==> src/rtl/swt_pkg.sv <==
// Package for the shell word tokenizer: character codes, quote modes and
// the per-byte result record passed from the parser to the top level.
// No dependencies.
package swt_pkg;

  localparam logic [7:0] ChrAmp       = 8'h26;  // '&'
  localparam logic [7:0] ChrSpace     = 8'h20;  // ' '
  localparam logic [7:0] ChrBackslash = 8'h5C;  // '\'
  localparam logic [7:0] ChrDquote    = 8'h22;  // '"'
  localparam logic [7:0] ChrSquote    = 8'h27;  // single quote

  localparam logic [1:0] QuoteNone   = 2'd0;
  localparam logic [1:0] QuoteSingle = 2'd1;
  localparam logic [1:0] QuoteDouble = 2'd2;

  localparam int unsigned OutDataW = 16;

  typedef struct packed {
    logic       has_out;    // this byte yields a result beat
    logic       char_valid;
    logic [7:0] word_char;
    logic       word_end;
    logic       line_done;
    logic       run_bg;
    logic       syn_err;
  } swt_result_t;

endpackage

==> src/rtl/swt_parse.sv <==
// Tokenizer state machine: quote mode, escape, open word and ampersand
// flags, plus the combinational per-byte decode. Depends on swt_pkg.
module swt_parse (
  input  logic                 clk_i,
  input  logic                 rst_ni,
  input  logic                 step_i,   // consume byte_i/last_i this cycle
  input  logic [7:0]           byte_i,
  input  logic                 last_i,
  output swt_pkg::swt_result_t res_o
);

  logic [1:0] quote_q, quote_d;
  logic       esc_q, esc_d;
  logic       word_q, word_d;
  logic       amp_q, amp_d;

  logic       have_char;
  logic       ended;
  logic [7:0] closer;
  logic       err;

  always_comb begin
    quote_d   = quote_q;
    esc_d     = esc_q;
    word_d    = word_q;
    amp_d     = amp_q;
    have_char = 1'b0;
    ended     = 1'b0;
    // mode 3 never arises; it closes like single quote
    closer = (quote_q == swt_pkg::QuoteDouble) ? swt_pkg::ChrDquote : swt_pkg::ChrSquote;

    if (esc_q) begin
      have_char = 1'b1;
      esc_d     = 1'b0;
    end else if (byte_i == swt_pkg::ChrBackslash) begin
      word_d = 1'b1;
      esc_d  = 1'b1;
    end else if (quote_q != swt_pkg::QuoteNone) begin
      if (byte_i == closer) begin
        quote_d = swt_pkg::QuoteNone;
      end else begin
        have_char = 1'b1;
      end
    end else if (byte_i == swt_pkg::ChrSpace || byte_i == swt_pkg::ChrAmp) begin
      if (byte_i == swt_pkg::ChrAmp) begin
        amp_d = 1'b1;
      end
      if (word_q) begin
        ended  = 1'b1;
        word_d = 1'b0;
      end
    end else begin
      word_d = 1'b1;
      if (byte_i == swt_pkg::ChrSquote) begin
        quote_d = swt_pkg::QuoteSingle;
      end else if (byte_i == swt_pkg::ChrDquote) begin
        quote_d = swt_pkg::QuoteDouble;
      end else begin
        have_char = 1'b1;
      end
    end

    err = last_i && (esc_d || quote_d != swt_pkg::QuoteNone);

    res_o.has_out    = last_i || have_char || ended;
    res_o.char_valid = have_char && !err;
    res_o.word_char  = (have_char && !err) ? byte_i : 8'h00;
    res_o.word_end   = !err && (ended || (last_i && word_d));
    res_o.line_done  = last_i;
    res_o.run_bg     = last_i && !err && amp_d;
    res_o.syn_err    = err;
  end

  always_ff @(posedge clk_i or negedge rst_ni) begin
    if (!rst_ni) begin
      quote_q <= swt_pkg::QuoteNone;
      esc_q   <= 1'b0;
      word_q  <= 1'b0;
      amp_q   <= 1'b0;
    end else if (step_i) begin
      if (last_i) begin
        // line finished: back to the reset state
        quote_q <= swt_pkg::QuoteNone;
        esc_q   <= 1'b0;
        word_q  <= 1'b0;
        amp_q   <= 1'b0;
      end else begin
        quote_q <= quote_d;
        esc_q   <= esc_d;
        word_q  <= word_d;
        amp_q   <= amp_d;
      end
    end
  end

endmodule

==> src/rtl/shell_word_tokenizer.sv <==
// Shell word tokenizer, top level: input register, parser, output register.
// Depends on swt_pkg and swt_parse.
//
// Usage:
//   Slave stream: one command-line byte per beat in s_axis_tdata_i, with
//   s_axis_tlast_i on the final byte of the line.
//   Master stream: at most one beat per input byte. A beat carries a word
//   character (tuser high), a word-end mark, or, with tlast, the end of the
//   line with the background and syntax-error flags. Bytes that add no
//   character and end no word (skipped blanks, quotes, backslashes) give no
//   beat; the final byte always gives one.
//   An input beat reaches the output through the input register, then the
//   result register. Throughput is one byte per cycle while m_axis_tready_i
//   stays high; the combinational parse between the two registers sets it.
//   Reset clears the tokenizer state and both stage valids; the end of each
//   line returns the state to its reset values.
//   When the receiver holds m_axis_tready_i low, the result register holds,
//   the input register fills, and s_axis_tready_o drops; nothing is lost.
module shell_word_tokenizer (
  input  logic                          clk_i,
  input  logic                          rst_ni,
  input  logic                          s_axis_tvalid_i,
  output logic                          s_axis_tready_o,
  input  logic [7:0]                    s_axis_tdata_i,  // [7:0] in_byte
  input  logic                          s_axis_tlast_i,  // end_of_line
  output logic                          m_axis_tvalid_o,
  input  logic                          m_axis_tready_i,
  // [7:0] word_char, [8] word_end, [9] run_in_background, [10] syntax_error
  output logic [swt_pkg::OutDataW-1:0]  m_axis_tdata_o,
  output logic                          m_axis_tuser_o,  // char_valid
  output logic                          m_axis_tlast_o   // line_done
);

  logic       in_vld_q;
  logic [7:0] in_byte_q;
  logic       in_last_q;
  logic       out_vld_q;
  logic       out_free;
  logic       adv;

  swt_pkg::swt_result_t res;
  swt_pkg::swt_result_t out_q;

  assign out_free        = !out_vld_q || m_axis_tready_i;
  assign adv             = in_vld_q && out_free;
  assign s_axis_tready_o = !in_vld_q || out_free;

  always_ff @(posedge clk_i or negedge rst_ni) begin
    if (!rst_ni) begin
      in_vld_q <= 1'b0;
    end else if (s_axis_tready_o) begin
      in_vld_q <= s_axis_tvalid_i;
    end
  end

  always_ff @(posedge clk_i) begin
    if (s_axis_tready_o && s_axis_tvalid_i) begin
      in_byte_q <= s_axis_tdata_i;
      in_last_q <= s_axis_tlast_i;
    end
  end

  swt_parse u_parse (
    .clk_i  (clk_i),
    .rst_ni (rst_ni),
    .step_i (adv),
    .byte_i (in_byte_q),
    .last_i (in_last_q),
    .res_o  (res)
  );

  always_ff @(posedge clk_i or negedge rst_ni) begin
    if (!rst_ni) begin
      out_vld_q <= 1'b0;
    end else if (out_free) begin
      out_vld_q <= adv && res.has_out;
    end
  end

  always_ff @(posedge clk_i) begin
    if (adv && res.has_out) begin
      out_q <= res;
    end
  end

  assign m_axis_tvalid_o = out_vld_q;
  assign m_axis_tuser_o  = out_q.char_valid;
  assign m_axis_tlast_o  = out_q.line_done;
  assign m_axis_tdata_o  = {{(swt_pkg::OutDataW - 11){1'b0}},
                            out_q.syn_err, out_q.run_bg, out_q.word_end, out_q.word_char};

endmodule

==> config.mk <==
export PLATFORM = sky130hd
export DESIGN_NAME = shell_word_tokenizer
export DESIGN_NICKNAME = d
export VERILOG_FILES = /design/src/rtl/swt_pkg.sv /design/src/rtl/swt_parse.sv /design/src/rtl/shell_word_tokenizer.sv
export SDC_FILE = /design/constraint.sdc
export NUM_CORES = 1
export LEC_CHECK = 0
export ABC_AREA = 1
export BUFFER_PORTS_ARGS = -buffer_cell sky130_fd_sc_hd__buf_4
export CORE_ASPECT_RATIO = 0.9
export CORE_MARGIN = 2
export CORE_UTILIZATION = 52
export CTS_BUF_LIST = sky130_fd_sc_hd__clkbuf_16
export CTS_CLUSTER_DIAMETER = 40
export DETAILED_ROUTE_END_ITERATION = 16
export PLACE_DENSITY_LB_ADDON = 0.15
export SLEW_MARGIN = 25
export SYNTH_ARGS = -nofsm -noshare
export SYNTH_HDL_FRONTEND = slang
export SYNTH_SLANG_ARGS = --single-unit
==> constraint.sdc <==
create_clock -name clk_i -period 2.3 [get_ports clk_i]
set_input_delay 0.345 -clock clk_i [delete_from_list [all_inputs] [get_ports clk_i]]
set_output_delay 0.345 -clock clk_i [all_outputs]
set_load 0.05 [all_outputs]
==> results of run 1 <==
[per-stage QoR]
stage / area [um2] / setup WS (ns)
after floorplan: 1440 / 0.475
after global placement: 1640 / 0.406
after detailed placement: 1640 / 0.297
after CTS: 1810 / 0.283
after global routing: 1810 / 0.0865
final: 1810 / 0.308
[how the worst max path moves through the flow]
stage | to | slack (ns)
2_1_floorplan | in_byte_q[0]$_DFFE_PP_ | 0.47
3_3_place_gp | m_axis_tdata_o[5]$_SDFFCE_PN0P_ | 0.41
3_5_place_dp | m_axis_tdata_o[2]$_SDFFCE_PN0P_ | 0.30
4_1_cts | m_axis_tdata_o[10]$_DFFE_PP_ | 0.28
5_1_grt | m_axis_tdata_o[9]$_DFFE_PP_ | 0.09
6_report | m_axis_tdata_o[0]$_SDFFCE_PN0P_ | 0.31
[per-layer routing]
metal  share of wire (%)  vias to the layer above  global-route usage [%]  routed length, um
met2                  52                       38                    32.0               1280
met3                 6.3                        2                    5.05                155
met4                0.61                        0                    6.82                 15
met1                  41                      486                    21.9               1010
met5                   0                        -                       0                  0
li1                    -                      522                       -                  -
[logic make-up (layout without fill, tap and decap cells)]
group | after synthesis | in the layout | synth area share [%]
and+or+nand+nor | 77 | 77 | 26.8
DFF | 29 | 29 | 58.9
AOI/OAI and AO/OA | 11 | 11 | 5.46
buffers and inverters | 27 | 57 | 8.63
other | 1 | 5 | 0.264
[critical path: cells and delay by family (launching register included)]
family	cells	cell delay, ns
AO/OA/AOI/OAI	1	0.08
AND/OR/NAND/NOR	7	0.71
buffers and inverters	1	0.36
flip-flops	1	0.48
[timing repair]
item                      CTS  global route
gates resized for setup     0             0
hold endpoints to repair    7             0
hold buffers                1             0
[cells in the final DEF, fill, tap and decap left out, types with 2 or more instances in the layout]
cell and count:
nand3_1 8, conb_1 5, buf_4 27, nand2_4 2, nor2_2 12, nand2_2 5
o22ai_1 2, a21oi_1 5, edfxtp_1 22, nand2_1 33, nand3_2 2, clkbuf_16 5
nor2_1 12, dfrtp_1 7, inv_2 4, inv_1 16
[synth_stat cells (2+ instances only)]
master and count:
edfxtp_1 22, inv_2 4, a21oi_1 5, nand3_2 2
nor2_2 12, buf_4 5, dfrtp_1 7, nor2_1 12
nand2_4 2, o22ai_1 2, inv_1 16, nand3_1 8
nand2_1 33, nand2_2 5
[layout make-up]
cell class / count / area share [%]
well taps: 28 / 1.94
flip-flops and latches: 29 / 46.3
multi-input cells: 93 / 26.4
clock buffers: 5 / 6.93
inverters: 22 / 4.71
clock inverters: 2 / 1.94
repair buffers: 28 / 11.8
[report_power, final]
group	internal, mW	switching (mW)	total (mW)
sequential	0.633	0.0264	0.660
combinational	0.0835	0.226	0.310
clock	0.499	0.190	0.689
==> metrics, run 1 <==
Worst R2R Setup Slack ~0.3 ns; worst hold endpoint in_byte_q[2]$_DFFE_PP_; CP Data Required Time 2.21 ns; CP Capture Type flop; critical path, cell by cell nor2_1 -> nand3_1 -> nand2_1 -> nand2_1 -> nor2_1 -> a21oi_1 -> nand3_1 -> nand2_1 -> inv_1; H-tree depth 2; r2r worst-path depth 9; Port-buffer cells 27; period utilisation layout between 80% and 90%; DP Cell Count 199; DRT iter0 DRCs 34; # Post-CTS Setup Buffers 0; final RePlAce weighted congestion ~0.9; Die Area about 3200 um2; setup_tns 0 ns; Fillers 192; Worst Path Arrival roughly 1.9 ns; Cell Area, Synth 1420 um2; Worst-path clk slew 0.05 ns; # setup viols final 0; first-pass GRT wire length 4200 um; Ports 33; largest net degree at the start of global routing 14; Max Fclk about 0.5 GHz; detailed-route vias per instance roughly 5; area of the multi-input gates 477 um2; YS warnings 0; hold path cells 1; number of synthesized flops with an enable pin 22; commonest register cell after synthesis edfxtp_1; grt ovf 0; RSZ-0062 raised after global routing no; Pwr Density around 920 nW/um2; initial antenna violation count 0; FF/Latch Area 836 um2; Synth top area share a little under half; Post-DRT Antenna Nets 0; Synth area leaders edfxtp_1 47%, dfrtp_1 12%, nand2_1 8.7%; Min Hold Slack 0.255 ns; sequential fraction of the synthesis area 58.9%; total power 1.66 mW; Max VDD drop just over 0.6 mV; Synth Area per Inst a little under 10 um2; Leakage around 0.84 nW; Mapped Cells approximately 150; status completed; Core ar. 2530 um2; most used cell along the critical path nand2_1; synthesized flop and latch total 29; CP startpoint in_byte_q[2]$_DFFE_PP_; final layout net count about 190; crit-path max cell delay between 0.4 and 0.5 ns; Startpoint Class flop; CTS tree yes; CTS max path bufs 2; Reg-to-Reg End m_axis_tdata_o[0]$_SDFFCE_PN0P_; HP Start s_axis_tdata_i[2]; die height 53.6 um; launch point of the worst reg-to-reg path in_byte_q[2]$_DFFE_PP_; routed via count 1048; total wire length 2460 um; vias in the first global route around 990; WS Path Type flop to flop; Clock Sink Count 29; post-synth cell types 24; CP max-delay cell edfxtp_1; DR WL/cell around 12 um; Layout area overhead 27.1%; Detailed Routing Iterations Pass 1 4; share of flip-flops with an asynchronous set or reset about a quarter; post-layout util between 70% and 80%; worst-path fanout max 13; Clock Latency Late Sink roughly 0.26 ns; Residual DRC 0; Layout Cells excl Fill between 200 and 250; clock root buffer clkbuf_16; gr usage total between 15 and 20%; # rows 17; final hold violation count 0; initial core utilization ~56%; Hold Path Class input port to flop; die width 59.1 um; hpwl dp between 1500 and 2000 um; pins over their slew limit 0; max reg flops 11; Max-cap violations 0; Tmin final 1.99 ns; Inserted Diodes 0; Synth area leader edfxtp_1; share of layout cells above drive strength 1 between 30 and 40%; total clock buffers created by CTS 5; clock skew between 0.003 and 0.004 ns
No activity file was read; power rests on OpenSTA's default activity.
==> inputs of run 2 (changes only) <==
--- a/config.mk
+++ b/config.mk
@@ -13,6 +13,7 @@
 export CTS_BUF_LIST = sky130_fd_sc_hd__clkbuf_16
 export CTS_CLUSTER_DIAMETER = 40
 export DETAILED_ROUTE_END_ITERATION = 16
+export GPL_TIMING_DRIVEN = 0
 export PLACE_DENSITY_LB_ADDON = 0.15
 export SLEW_MARGIN = 25
 export SYNTH_ARGS = -nofsm -noshare
==> metrics, run 2 (synthesis results as in run 1) <==
Fillers roughly 180; Core ar. around 2500 um2; Max-cap violations 0; total clock buffers created by CTS 5; crit-path max cell delay between 0.4 and 0.5 ns; Die Area 3170 um2; Residual DRC 0; first-pass GRT wire length between 4000 and 5000 um; max reg flops 11; CP Capture Type flop; RSZ-0062 raised after global routing no; # rows 17; Tmin final approximately 2.1 ns; clock skew roughly 0.0022 ns; initial core utilization around 56%; CTS max path bufs 2; DRT iter0 DRCs 20; H-tree depth 2; grt ovf 0; DR WL/cell 12.7 um; Clock Sink Count 29; CP max-delay cell dfrtp_1; status completed; Worst Path Arrival around 2.0 ns; # Post-CTS Setup Buffers 0; Leakage about 0.87 nW; period utilisation layout 91.0%; share of layout cells above drive strength 1 35.7%; die height between 50 and 60 um; die width around 60 um; routed via count roughly 1100; Ports 33; pins over their slew limit 0; final layout net count 197; most used cell along the critical path inv_1; most frequent cells in the layout 33 x nand2_1, 32 x buf_4, 22 x edfxtp_1; gr usage total 20.1%; total power between 1.5 and 2 mW; CP Data Required Time about 2.2 ns; WS Path Type flop to flop; Inserted Diodes 0; Clock Latency Late Sink ~0.27 ns; Pwr Density 917 nW/um2; final RePlAce weighted congestion around 0.88; Detailed Routing Iterations Pass 1 4; Port-buffer cells 27; Layout area overhead 30.0%; Startpoint Class flop; CTS tree yes; Hold Path Class input port to flop; vias in the first global route 1027; total wire length 2700 um; # setup viols final 0; Max Fclk 0.478 GHz; critical path, cell by cell nor2_1 -> inv_1 -> nor2_2 -> a21oi_1 -> nand3_1 -> nand2_1 -> inv_1; final hold violation count 0; largest net degree at the start of global routing 14; worst-path fanout max 13; Worst-path clk slew roughly 0.05 ns; hpwl dp 2050 um; Max VDD drop 0.773 mV; clock root buffer clkbuf_16; most common cell after layout, fill and taps aside nand2_1; Post-DRT Antenna Nets 0; detailed-route vias per instance around 5; setup_tns 0 ns; initial antenna violation count 0
[run 2: cell types whose count changed in the layout (fill, tap and decap cells not counted), sizes merged]
cell  previous run  this run
inv             21        22
buf             27        32
[run 2: routing by layer]
layer	vias up	GRT usage [%]	routed length, um
met5	-	0	0
li1	531	-	-
met2	38	35.4	1330
met3	6	6.49	153
met4	0	7.20	42
met1	488	23.2	1180
[run 2: path summary, 6_finish.rpt]
path	depth (start not counted)	slack (ns)	endpoint	startpoint
max	7	0.21	m_axis_tuser_o$_DFFE_PP_	u_parse.quote_q[0]$_DFFE_PN0P_
min	1	0.25	in_byte_q[7]$_DFFE_PP_	s_axis_tdata_i[7]
max reg2reg	7	0.21	m_axis_tuser_o$_DFFE_PP_	u_parse.quote_q[0]$_DFFE_PN0P_
min reg2reg	2	0.55	u_parse.amp_q$_DFFE_PN0P_	u_parse.amp_q$_DFFE_PN0P_
max in group asynchronous	2	1.74	u_parse.word_q$_DFFE_PN0P_	rst_ni
min in group asynchronous	2	0.44	u_parse.quote_q[1]$_DFFE_PN0P_	rst_ni
[run 2: final cells by class]
type / count / area, um2 / area share [%]
buffer: 5 / 37.5 / 2.03
clock buffer: 5 / 125 / 6.78
clock inverter: 3 / 37.5 / 2.03
inverter: 22 / 85.1 / 4.61
multi-input combinational: 93 / 477 / 25.8
sequential: 29 / 836 / 45.3
tap: 28 / 35.0 / 1.90
timing repair buffer: 28 / 213 / 11.5
[run 2: power by group]
part           leakage [nW]  internal, mW  switching (mW)  total, mW
clock network        0.0826         0.501           0.211      0.712
logic                 0.487        0.0893           0.231      0.320
registers             0.301         0.633          0.0277      0.661
total                 0.871          1.22           0.470       1.69
[run 2: critical path, delay by kind of cell, from the launching register on]
family	cells	cell delay (ns)
AND/OR/NAND/NOR	4	0.68
flip-flops	1	0.41
buffers and inverters	2	0.54
AO/OA/AOI/OAI	1	0.10
[run 2: repair_timing]
item | in CTS | in global routing
hold endpoints to repair | 7 | 0
hold buffers | 1 | 0
setup endpoints to repair | 0 | 0
gates resized for setup | 0 | 0
[run 2: stage by stage]
step | area [um2] | instances | hold WS (ns) | util (%) | worst slack (ns)
6_report | 1850 | 213 | 0.245 | 72.9 | 0.208
5_1_grt | 1850 | 213 | 0.242 | 72.9 | 0.0321
4_1_cts | 1850 | 213 | 0.246 | 72.9 | 0.212
3_5_place_dp | 1670 | 204 | 0.163 | 66.1 | 0.235
3_3_place_gp | 1670 | 204 | 0.162 | 66.1 | 0.237
2_1_floorplan | 1440 | 149 | 0.0494 | - | 0.475
